### src/hw/rtl/cam_pkg.sv
// shared constants, types and helpers of the circular avatar mask
package cam_pkg;

  // image geometry
  localparam int unsigned IMAGE_SIZE   = 144;
  localparam int unsigned BORDER_WIDTH = 4;

  // port widths
  localparam int unsigned BYTE_W     = 8;
  localparam int unsigned POS_W      = 16;
  localparam int unsigned PIX_W      = 16;
  localparam int unsigned CROP_W     = 8;
  localparam int unsigned CFG_IDX_W  = 3;
  localparam int unsigned CFG_DATA_W = 16;

  // pixel index, column and row
  localparam int unsigned IDX_W   = POS_W - 1;
  localparam int unsigned COL_W   = $clog2(IMAGE_SIZE);
  localparam int unsigned ROW_MAX = (2 ** IDX_W - 1) / IMAGE_SIZE;
  localparam int unsigned ROW_W   = $clog2(ROW_MAX + 1);
  localparam int unsigned CMP_W   = (ROW_W > CROP_W) ? ROW_W : CROP_W;

  // circle constants
  localparam int unsigned CENTER = IMAGE_SIZE / 2;
  localparam int unsigned RADIUS = (CENTER > BORDER_WIDTH) ? CENTER - BORDER_WIDTH : 0;
  localparam int unsigned LO     = RADIUS * RADIUS;
  localparam int unsigned HI     = CENTER * CENTER;
  localparam int unsigned DEN    = HI - LO;

  // distance datapath widths
  localparam int unsigned MAG_W = (ROW_W > COL_W) ? ROW_W : COL_W;
  localparam int unsigned SQ_W  = 2 * MAG_W;
  localparam int unsigned D_W   = SQ_W + 1;
  localparam int unsigned NUM_W = $clog2(31 * DEN + 1);

  // reciprocal for the row split (quotient low by at most one)
  localparam int unsigned ROW_K   = IDX_W + 1;
  localparam int unsigned ROW_M   = (2 ** ROW_K) / IMAGE_SIZE;
  localparam int unsigned ROW_M_W = $clog2(ROW_M + 1);
  localparam int unsigned ROW_P_W = IDX_W + ROW_M_W;

  // reciprocal for the ring scale (quotient low by at most one)
  localparam int unsigned S_K   = NUM_W + 1;
  localparam int unsigned S_M   = (2 ** S_K) / DEN;
  localparam int unsigned S_M_W = $clog2(S_M + 1);
  localparam int unsigned S_P_W = NUM_W + S_M_W;

  // blend widths
  localparam int unsigned SHADE_W = 5;
  localparam int unsigned TONE_W  = 4;
  localparam int unsigned RB_W    = 9;
  localparam int unsigned G_W     = 10;

  // exact divide by 15 for sums below 1024
  localparam int unsigned DIV15_K = 18;
  localparam int unsigned DIV15_M = 17477;

  // register indexes
  typedef enum logic [CFG_IDX_W-1:0] {
    CFG_FG    = 3'd0,
    CFG_BG    = 3'd1,
    CFG_X_MIN = 3'd2,
    CFG_X_MAX = 3'd3,
    CFG_Y_MIN = 3'd4,
    CFG_Y_MAX = 3'd5
  } cfg_idx_e;

  typedef struct packed {
    logic [PIX_W-1:0]  fg;
    logic [PIX_W-1:0]  bg;
    logic [CROP_W-1:0] x_min;
    logic [CROP_W-1:0] x_max;
    logic [CROP_W-1:0] y_min;
    logic [CROP_W-1:0] y_max;
  } cfg_t;

  // controller to datapath
  typedef struct packed {
    logic take_even;
    logic take_odd;
    logic ld_div;
    logic ld_rc;
    logic ld_sq;
    logic ld_sum;
    logic ld_cls;
    logic ld_rcp;
    logic ld_quo;
    logic ld_mix;
    logic ld_out;
  } cmd_t;

  // datapath to controller
  typedef struct packed {
    logic in_window;
  } sts_t;

  function automatic logic [5:0] div15(input logic [G_W-1:0] x);
    logic [G_W+DIV15_K-1:0] prod;
    prod = (G_W + DIV15_K)'(x) * (G_W + DIV15_K)'(DIV15_M);
    return 6'(prod >> DIV15_K);
  endfunction

endpackage

### src/hw/rtl/cam_regs.sv
// configuration registers of the circular avatar mask
module cam_regs
  import cam_pkg::*;
(
  input  logic                  clk_i,
  input  logic                  rst_ni,
  input  logic                  cfg_we_i,
  input  logic [CFG_IDX_W-1:0]  cfg_idx_i,
  input  logic [CFG_DATA_W-1:0] cfg_wdata_i,
  output cfg_t                  cfg_o
);

  cfg_t cfg_q, cfg_d;

  // write decode, unknown indexes are dropped
  always_comb begin
    cfg_d = cfg_q;
    if (cfg_we_i) begin
      case (cfg_idx_e'(cfg_idx_i))
        CFG_FG:    cfg_d.fg    = cfg_wdata_i[PIX_W-1:0];
        CFG_BG:    cfg_d.bg    = cfg_wdata_i[PIX_W-1:0];
        CFG_X_MIN: cfg_d.x_min = cfg_wdata_i[CROP_W-1:0];
        CFG_X_MAX: cfg_d.x_max = cfg_wdata_i[CROP_W-1:0];
        CFG_Y_MIN: cfg_d.y_min = cfg_wdata_i[CROP_W-1:0];
        CFG_Y_MAX: cfg_d.y_max = cfg_wdata_i[CROP_W-1:0];
        default:   cfg_d = cfg_q;
      endcase
    end
  end

  // register storage
  always_ff @(posedge clk_i or negedge rst_ni) begin
    if (!rst_ni) begin
      cfg_q.fg    <= '0;
      cfg_q.bg    <= '0;
      cfg_q.x_min <= '0;
      cfg_q.x_max <= CROP_W'(IMAGE_SIZE - 1);
      cfg_q.y_min <= '0;
      cfg_q.y_max <= CROP_W'(IMAGE_SIZE - 1);
    end else begin
      cfg_q <= cfg_d;
    end
  end

  assign cfg_o = cfg_q;

endmodule

### src/hw/rtl/cam_dp.sv
// datapath: position split, crop test, distance, ring scale and blend
module cam_dp
  import cam_pkg::*;
(
  input  logic              clk_i,
  input  logic              rst_ni,
  input  logic [BYTE_W-1:0] data_byte_i,
  input  logic [POS_W-1:0]  byte_pos_i,
  input  cfg_t              cfg_i,
  input  cmd_t              cmd_i,
  output sts_t              sts_o,
  output logic [PIX_W-1:0]  pixel_o
);

  logic [BYTE_W-1:0]  hb_q;
  logic [IDX_W-1:0]   idx_q;
  logic [PIX_W-1:0]   pix_q;
  logic [ROW_P_W-1:0] prodr_q;
  logic [COL_W-1:0]   col_q;
  logic [ROW_W-1:0]   row_q;
  logic [SQ_W-1:0]    dx2_q, dy2_q;
  logic [D_W-1:0]     d_q;
  logic               lt_lo_q, gt_hi_q;
  logic [NUM_W-1:0]   num_q;
  logic [S_P_W-1:0]   prods_q;
  logic [SHADE_W-1:0] s_q;
  logic [RB_W-1:0]    sr_q, sb_q;
  logic [G_W-1:0]     sg_q;
  logic [PIX_W-1:0]   res_q;

  // high byte store, the only state with a reset value
  always_ff @(posedge clk_i or negedge rst_ni) begin
    if (!rst_ni) begin
      hb_q <= '0;
    end else if (cmd_i.take_even) begin
      hb_q <= data_byte_i;
    end
  end

  // row split: quotient estimate, then one correction step
  logic [IDX_W-1:0] qr_est, rem_est;
  logic             rem_over;
  assign qr_est   = IDX_W'(prodr_q >> ROW_K);
  assign rem_est  = idx_q - IDX_W'(qr_est * IMAGE_SIZE);
  assign rem_over = (rem_est >= IDX_W'(IMAGE_SIZE));

  // crop window test on the split position
  assign sts_o.in_window = (CMP_W'(col_q) >= CMP_W'(cfg_i.x_min)) &&
                           (CMP_W'(col_q) <= CMP_W'(cfg_i.x_max)) &&
                           (CMP_W'(row_q) >= CMP_W'(cfg_i.y_min)) &&
                           (CMP_W'(row_q) <= CMP_W'(cfg_i.y_max));

  // distance magnitudes from the center
  logic [MAG_W-1:0] colx, rowx, cen, adx, ady;
  assign colx = MAG_W'(col_q);
  assign rowx = MAG_W'(row_q);
  assign cen  = MAG_W'(CENTER);
  assign adx  = (colx >= cen) ? colx - cen : cen - colx;
  assign ady  = (rowx >= cen) ? rowx - cen : cen - rowx;

  // ring scale correction
  logic [NUM_W-1:0] qs_est, rs_est, qs_fix;
  assign qs_est = NUM_W'(prods_q >> S_K);
  assign rs_est = num_q - NUM_W'(qs_est * DEN);
  assign qs_fix = (rs_est >= NUM_W'(DEN)) ? qs_est + NUM_W'(1) : qs_est;

  // blend operand choice, outer half of the ring fades to background
  logic              outer;
  logic [TONE_W-1:0] tone, tone_inv;
  logic [PIX_W-1:0]  mix_a, mix_b;
  assign outer    = s_q[SHADE_W-1];
  assign tone     = s_q[TONE_W-1:0];
  assign tone_inv = TONE_W'(15) - tone;
  assign mix_a    = outer ? cfg_i.bg : cfg_i.fg;
  assign mix_b    = outer ? cfg_i.fg : pix_q;

  // per-channel divide by 15 and result select
  logic [5:0]       dr, dg, db;
  logic [PIX_W-1:0] blended, result;
  assign dr      = div15(G_W'(sr_q));
  assign dg      = div15(sg_q);
  assign db      = div15(G_W'(sb_q));
  assign blended = {dr[4:0], dg[5:0], db[4:0]};
  assign result  = lt_lo_q ? pix_q : (gt_hi_q ? cfg_i.bg : blended);

  // datapath registers, each loaded by its own command
  always_ff @(posedge clk_i) begin
    if (cmd_i.take_odd) begin
      idx_q <= byte_pos_i[POS_W-1:1];
      pix_q <= {hb_q, data_byte_i};
    end
    if (cmd_i.ld_div) begin
      prodr_q <= ROW_P_W'(idx_q) * ROW_P_W'(ROW_M);
    end
    if (cmd_i.ld_rc) begin
      row_q <= rem_over ? ROW_W'(qr_est + IDX_W'(1)) : ROW_W'(qr_est);
      col_q <= rem_over ? COL_W'(rem_est - IDX_W'(IMAGE_SIZE)) : COL_W'(rem_est);
    end
    if (cmd_i.ld_sq) begin
      dx2_q <= SQ_W'(adx) * SQ_W'(adx);
      dy2_q <= SQ_W'(ady) * SQ_W'(ady);
    end
    if (cmd_i.ld_sum) begin
      d_q <= D_W'(dx2_q) + D_W'(dy2_q);
    end
    if (cmd_i.ld_cls) begin
      lt_lo_q <= (d_q < D_W'(LO));
      gt_hi_q <= (d_q > D_W'(HI));
      num_q   <= NUM_W'(NUM_W'(d_q - D_W'(LO)) * NUM_W'(31));
    end
    if (cmd_i.ld_rcp) begin
      prods_q <= S_P_W'(num_q) * S_P_W'(S_M);
    end
    if (cmd_i.ld_quo) begin
      s_q <= SHADE_W'(qs_fix);
    end
    if (cmd_i.ld_mix) begin
      sr_q <= RB_W'(mix_a[15:11]) * RB_W'(tone) + RB_W'(mix_b[15:11]) * RB_W'(tone_inv);
      sg_q <= G_W'(mix_a[10:5]) * G_W'(tone) + G_W'(mix_b[10:5]) * G_W'(tone_inv);
      sb_q <= RB_W'(mix_a[4:0]) * RB_W'(tone) + RB_W'(mix_b[4:0]) * RB_W'(tone_inv);
    end
    if (cmd_i.ld_out) begin
      res_q <= result;
    end
  end

  assign pixel_o = res_q;

endmodule

### src/hw/rtl/cam_ctrl.sv
// controller: request handshakes and the per-pixel step sequence
module cam_ctrl
  import cam_pkg::*;
(
  input  logic clk_i,
  input  logic rst_ni,
  input  logic in_valid_i,
  input  logic pos_odd_i,
  output logic in_ready_o,
  output logic out_valid_o,
  input  logic out_ready_i,
  input  sts_t sts_i,
  output cmd_t cmd_o
);

  typedef enum logic [9:0] {
    S_IDLE = 10'b00_0000_0001,
    S_DIVM = 10'b00_0000_0010,
    S_DIVC = 10'b00_0000_0100,
    S_SQR  = 10'b00_0000_1000,
    S_SUM  = 10'b00_0001_0000,
    S_CLS  = 10'b00_0010_0000,
    S_RCP  = 10'b00_0100_0000,
    S_QUO  = 10'b00_1000_0000,
    S_MIX  = 10'b01_0000_0000,
    S_DONE = 10'b10_0000_0000
  } state_e;

  state_e state_q, state_d;
  logic   out_valid_q, out_valid_d;
  logic   acc, out_free;

  assign in_ready_o = (state_q == S_IDLE);
  assign acc        = in_valid_i && in_ready_o;
  assign out_free   = !out_valid_q || out_ready_i;

  // next state
  always_comb begin
    state_d = state_q;
    case (state_q)
      S_IDLE:  if (acc && pos_odd_i) state_d = S_DIVM;
      S_DIVM:  state_d = S_DIVC;
      S_DIVC:  state_d = S_SQR;
      S_SQR:   state_d = sts_i.in_window ? S_SUM : S_IDLE;
      S_SUM:   state_d = S_CLS;
      S_CLS:   state_d = S_RCP;
      S_RCP:   state_d = S_QUO;
      S_QUO:   state_d = S_MIX;
      S_MIX:   state_d = S_DONE;
      S_DONE:  if (out_free) state_d = S_IDLE;
      default: state_d = S_IDLE;
    endcase
  end

  // datapath commands
  always_comb begin
    cmd_o           = '0;
    cmd_o.take_even = acc && !pos_odd_i;
    cmd_o.take_odd  = acc && pos_odd_i;
    cmd_o.ld_div    = (state_q == S_DIVM);
    cmd_o.ld_rc     = (state_q == S_DIVC);
    cmd_o.ld_sq     = (state_q == S_SQR);
    cmd_o.ld_sum    = (state_q == S_SUM);
    cmd_o.ld_cls    = (state_q == S_CLS);
    cmd_o.ld_rcp    = (state_q == S_RCP);
    cmd_o.ld_quo    = (state_q == S_QUO);
    cmd_o.ld_mix    = (state_q == S_MIX);
    cmd_o.ld_out    = (state_q == S_DONE) && out_free;
  end

  // output request flag
  always_comb begin
    out_valid_d = out_valid_q;
    if (cmd_o.ld_out) begin
      out_valid_d = 1'b1;
    end else if (out_ready_i) begin
      out_valid_d = 1'b0;
    end
  end

  always_ff @(posedge clk_i or negedge rst_ni) begin
    if (!rst_ni) begin
      state_q     <= S_IDLE;
      out_valid_q <= 1'b0;
    end else begin
      state_q     <= state_d;
      out_valid_q <= out_valid_d;
    end
  end

  assign out_valid_o = out_valid_q;

  // an odd request always starts the sequence
  a_odd_starts: assert property (@(posedge clk_i) disable iff (!rst_ni)
    (in_valid_i && in_ready_o && pos_odd_i) |=> (state_q == S_DIVM))
    else $error("odd request did not start the pixel sequence");

  // an even request only stores the high byte
  a_even_stays: assert property (@(posedge clk_i) disable iff (!rst_ni)
    (in_valid_i && in_ready_o && !pos_odd_i) |=> (state_q == S_IDLE))
    else $error("even request left the idle state");

  // a waiting result is never overwritten
  a_no_overwrite: assert property (@(posedge clk_i) disable iff (!rst_ni)
    cmd_o.ld_out |-> (!out_valid_q || out_ready_i))
    else $error("result register loaded while a result waits");

  // a taken result with nothing new behind it clears the request
  a_out_drains: assert property (@(posedge clk_i) disable iff (!rst_ni)
    (out_valid_o && out_ready_i && !cmd_o.ld_out) |=> !out_valid_o)
    else $error("result request stayed after it was taken");

endmodule

### src/hw/rtl/circular_avatar_mask.sv
// top level of the circular avatar mask
//
//   channel  | handshake                 | payload
//   ---------+---------------------------+------------------------------
//   cfg      | cfg_we_i                  | cfg_idx_i, cfg_wdata_i
//   in       | in_valid_i / in_ready_o   | data_byte_i, byte_pos_i
//   out      | out_valid_o / out_ready_i | pixel_o
//
// an even byte request only stores the high byte; an odd one runs the step
// sequence through reciprocal divides, squares and blend to the result
// register, and gives no result when the pixel falls outside the crop window.
// rst_ni clears the control state, the high byte and the configuration registers.
// the result register holds a pending pixel while the next bytes come in;
// the sequence waits in its last step only while that register is full.
module circular_avatar_mask
  import cam_pkg::*;
(
  input  logic                  clk_i,
  input  logic                  rst_ni,
  input  logic                  cfg_we_i,
  input  logic [CFG_IDX_W-1:0]  cfg_idx_i,
  input  logic [CFG_DATA_W-1:0] cfg_wdata_i,
  input  logic                  in_valid_i,
  output logic                  in_ready_o,
  input  logic [BYTE_W-1:0]     data_byte_i,
  input  logic [POS_W-1:0]      byte_pos_i,
  output logic                  out_valid_o,
  input  logic                  out_ready_i,
  output logic [PIX_W-1:0]      pixel_o
);

  cfg_t cfg;
  cmd_t cmd;
  sts_t sts;

  // configuration registers
  cam_regs u_regs (
    .clk_i       (clk_i),
    .rst_ni      (rst_ni),
    .cfg_we_i    (cfg_we_i),
    .cfg_idx_i   (cfg_idx_i),
    .cfg_wdata_i (cfg_wdata_i),
    .cfg_o       (cfg)
  );

  // sequence controller
  cam_ctrl u_ctrl (
    .clk_i       (clk_i),
    .rst_ni      (rst_ni),
    .in_valid_i  (in_valid_i),
    .pos_odd_i   (byte_pos_i[0]),
    .in_ready_o  (in_ready_o),
    .out_valid_o (out_valid_o),
    .out_ready_i (out_ready_i),
    .sts_i       (sts),
    .cmd_o       (cmd)
  );

  // pixel datapath
  cam_dp u_dp (
    .clk_i       (clk_i),
    .rst_ni      (rst_ni),
    .data_byte_i (data_byte_i),
    .byte_pos_i  (byte_pos_i),
    .cfg_i       (cfg),
    .cmd_i       (cmd),
    .sts_o       (sts),
    .pixel_o     (pixel_o)
  );

endmodule

### config.mk
export PLATFORM = sky130hd
export DESIGN_NAME = circular_avatar_mask
export DESIGN_NICKNAME = d
export VERILOG_FILES = /design/src/hw/rtl/cam_pkg.sv /design/src/hw/rtl/cam_regs.sv /design/src/hw/rtl/cam_dp.sv /design/src/hw/rtl/cam_ctrl.sv /design/src/hw/rtl/circular_avatar_mask.sv
export SDC_FILE = /design/constraint.sdc
export NUM_CORES = 1
export LEC_CHECK = 0
export BUFFER_PORTS_ARGS = -buffer_cell sky130_fd_sc_hd__buf_2
export CAP_MARGIN = 20
export CORE_ASPECT_RATIO = 0.8
export CORE_MARGIN = 4
export CORE_UTILIZATION = 59
export DETAILED_ROUTE_END_ITERATION = 10
export GPL_ROUTABILITY_DRIVEN = 0
export GPL_TIMING_DRIVEN = 1
export PLACE_DENSITY = 0.79
export SETUP_SLACK_MARGIN = 0.1
export SLEW_MARGIN = 20
export SYNTH_ARGS = -nofsm -noshare
export SYNTH_HDL_FRONTEND = slang
export SYNTH_SLANG_ARGS = --single-unit
### constraint.sdc
create_clock -name clk_i -period 5.8 [get_ports clk_i]
set_clock_uncertainty 0.2 [all_clocks]
set_input_delay 0.29 -clock clk_i [delete_from_list [all_inputs] [get_ports clk_i]]
set_output_delay 0.29 -clock clk_i [all_outputs]
set_load 0.02 [all_outputs]
==> flow_summary.toml <==
[critical_path]
crit_buf_inv = 3
regToRegSetupSlack_ns = 0.19
cp_max_fo = 5
required_ns = 5.92
crit_path_start_kind = "register"
r2r-end = "u_dp.dx2_q[14]"
worst-r2r-cell-count = 19
crit_slowest_cell = "fa_1"
path_common_cell = "fa_1"
reg2reg_from = "u_dp.col_q[0]"
critPathMaxStageDelay_ns = 0.55
path_class = "register to register"
endpoint_kind = "register"
crit_family = "adder cells"
cp-startpoint = "u_dp.col_q[0]"
cp_cell_sequence = "buf_4 > nor3_2 > a21oi_2 > nor3_1 > a21oi_1 > o221ai_2 > nor2_1 > fa_1 > fa_1 > inv_1 > fa_1 > fa_1 > inv_1 > ha_2 > o211ai_1 > a21oi_1 > or3_1 > o311a_1 > xor2_1"
arrival_ns = 5.73

[floorplan]
io_pins = 66
dieArea_mm2 = 0.05049
dieHeight_um = 201.8
initial_core_util_pct = 60.12
fp.dieW_um = 250.2
core-area_mm2 = 0.04607
row_count = 70

[finish]
nets = 3558
drive_gt1_share_pct = 14.27
antenna-diode-count = 0
nFillCells = 3285
syn_to_final_growth_pct = 11.94

[sta]
fin_crit_ns = 5.611
max_freq_ghz = 0.1782
maxSlewViolCount = 0
setup-tns-final_ns = 0
setup_slack_ns = 0.1893
post-route-period-util_pct = 96.74
slew_headroom_pct = 32.97
hold_viol = 0
tightestPinTransition_ns = 1.005
grt_setup_unrepaired = "true"
finalSetupViolCount = 0

[clock_tree]
cts_buffers = 29
clk_pin_slew_ns = 0.06
cts_root_buf = "clkbuf_16"
clkSinkCount = 257
htreeDepth = 1
clk-insertion-delay-late_ns = 0.59
clk_path_buf_depth = 3
tritoncts = "built"

[global_routing]
grt_overflow = 0
grt_pass1_wl_um = 100500
grt_pass1_vias = 20770
antenna_found_initial = 1
grt_usage_pct = 23.85
grt_max_degree = 78

[power_and_ir_drop]
ir_drop_mv = 0.3287
p_comb_share_pct = 49.7
p_leak_nw = 14.93
power_frac_seq_pct = 27.9
intPower_mw = 5.611
clkPwrFrac_pct = 22.4
p_switching_mw = 3.447
powerDensity_mw_per_mm2 = 292.2
p_sw_share_pct = 38.06

[detailed_routing]
vias = 19200
drtPass1Iterations = 6
drt_iter0_drc = 1301
drc = 0
via_per_inst = 5.609
final_antenna_net_count = 0
wl_um = 60060
routedWlPerCell_um = 17.55

[logic_synthesis]
yosys.area.top_type = "ha_1"
synth_cells = 2616
yosys-top-cells-area = "ha_1 (21%), edfxtp_1 (19%), fa_1 (18%), dfrtp_1 (6.5%), inv_1 (6.1%)"
synth-seq-cells = 257
ys.warnings.count = 0
synth.top_cell.area_share_pct = 21.14
synth_cell_type_count = 76
synthTopCellsByCount = "ha_1 (468), inv_1 (447), fa_1 (254)"
syn-cell-area_mm2 = 0.02770
synth-edff-count = 174
synthFlopType = "edfxtp_1"
ys_seq_area_share_pct = 26.41
syn_avg_cell_area_um2 = 10.59
async_flop_share_pct = 32.30
yosysMostFrequentCell = "ha_1"

[place]
hpwlAfterDp_um = 46610
port_buffers = 65
dpl_worst_slack_ns = -0.1272

[hold_path]
whs_path_depth = 4
hp-start = "cfg_idx_i[2]"
min_to = "u_regs.cfg_o[26]"
holdCritPathClass = "input pin to register"

[flow_run]
cap_viol_max_count = 0

[outcome]
status = "complete, no violations"
## sequential cells by signal, indices dropped and copies added, names as in the netlist, 10 cells and up
register and cells:
u_regs.cfg_o 64, u_dp.d_q 17, u_dp.pix_q 16, u_dp.pixel_o 16
u_dp.dy2_q 15, u_dp.sg_q 10, u_dp.num_q 15, u_ctrl.state_q 10
u_dp.dx2_q 15, u_dp.idx_q 15
## what timing repair did
action / in CTS / in global routing
endpoints found under the setup margin: 7 / 11
gates resized for setup: 6 / 64
pin swaps: 1 / 19
buffers inserted: 2 / 24
hold buffers: 44 / 0
hold endpoints to repair: 169 / 0
## per-stage QoR
step / util (%) / hold slack (ns) / std cells / power, mW / instance area [um2]
floorplan: - / -0.2056 / 2620 / 5.836 / 27710
finish: 67.29 / 0.1386 / 3423 / 9.058 / 31000
global route: 67.29 / 0.1388 / 3423 / 9.826 / 31000
CTS: 66.27 / 0.09025 / 3398 / 8.975 / 30530
detailed placement: 62.91 / -0.09772 / 3298 / 6.858 / 28980
global placement: 62.91 / -0.1004 / 3298 / 6.633 / 28980
## layout make-up
| cell class | instances | area, um2 | area share [%] |
|---|---|---|---|
| Clock inverter | 19 | 234.0 | 0.7547 |
| Timing Repair Buffer | 174 | 1292 | 4.169 |
| Tap cell | 612 | 765.7 | 2.470 |
| Inverter | 448 | 1685 | 5.436 |
| Clock buffer | 35 | 830.8 | 2.680 |
| Sequential cell | 257 | 7316 | 23.60 |
| Multi-Input combinational cell | 1878 | 18880 | 60.89 |
## layout by cell type, fill, tap and decap left out, types with 7 or more instances in the layout
cell type        n
a211oi_1        14
a21o_1          35
a21oi_1        101
a21oi_2         12
a31oi_1          7
and2_1          20
and3_1           8
buf_2           64
buf_4           62
clkbuf_16       31
clkinv_2         8
dfrtp_1         72
dfstp_2         11
dlygate4sd3_1   44
edfxtp_1       174
fa_1           253
ha_1           462
inv_1          440
inv_2            7
mux2_2          74
mux2i_1         32
nand2_1        116
nand2b_1        25
nand3_1         26
nand4_1          9
nor2_1         129
nor2b_1         48
nor3_1          28
nor3b_1         13
o211ai_1        11
o21a_1          19
o21ai_0         68
o21bai_1        16
or2_2           49
xnor2_1        117
xor2_1          59
## worst max path at each step
stage                                end  slack, ns  cells past startpoint
after floorplan           u_dp.dx2_q[14]       0.17                     20
after global placement    u_dp.dy2_q[13]       0.07                     23
after detailed placement  u_dp.dy2_q[15]      -0.13                     23
after CTS                 u_dp.dy2_q[15]       0.08                     23
after global routing      u_dp.dy2_q[15]      -0.04                     23
final                     u_dp.dx2_q[14]       0.19                     19
## worst register-to-register path, cell delays in order, from the launching register on
cell and delay, ns:
edfxtp_1 0.42, buf_4 0.17, nor3_2 0.25, a21oi_2 0.10, nor3_1 0.20, a21oi_1 0.09, o221ai_2 0.31, nor2_1 0.13
fa_1 0.52, fa_1 0.55, inv_1 0.06, fa_1 0.50, fa_1 0.54, inv_1 0.05, ha_2 0.32, o211ai_1 0.14
a21oi_1 0.13, or3_1 0.39, o311a_1 0.14, xor2_1 0.15
## cell families after synthesis
family	Yosys count	share of synthesized area [%]
buffers and inverters	485	6.609
AND/OR/NAND/NOR	531	9.740
other	1	0.01354
adder cells (fa/ha/maj)	722	39.50
AO/OA/AOI/OAI	332	7.734
XOR/XNOR	179	5.688
multiplexers	109	4.301
flip-flops	257	26.41
## power groups by stage
stage	Clock, mW	Sequential [mW]	Combinational, mW
global placement	0	2.55	4.09
CTS	2.05	2.52	4.40
floorplan	0	2.50	3.33
global route	2.13	2.55	5.15
detailed placement	0	2.56	4.30
finish	2.02	2.53	4.51
## per-layer routing
layer / GRT usage [%] / part of all wire, %
met5: 0 / 0.022
met4: 5.744 / 2.5
met3: 3.834 / 5.3
met2: 40.99 / 49
met1: 32.00 / 44
No activity file was read; power rests on OpenSTA's default activity.
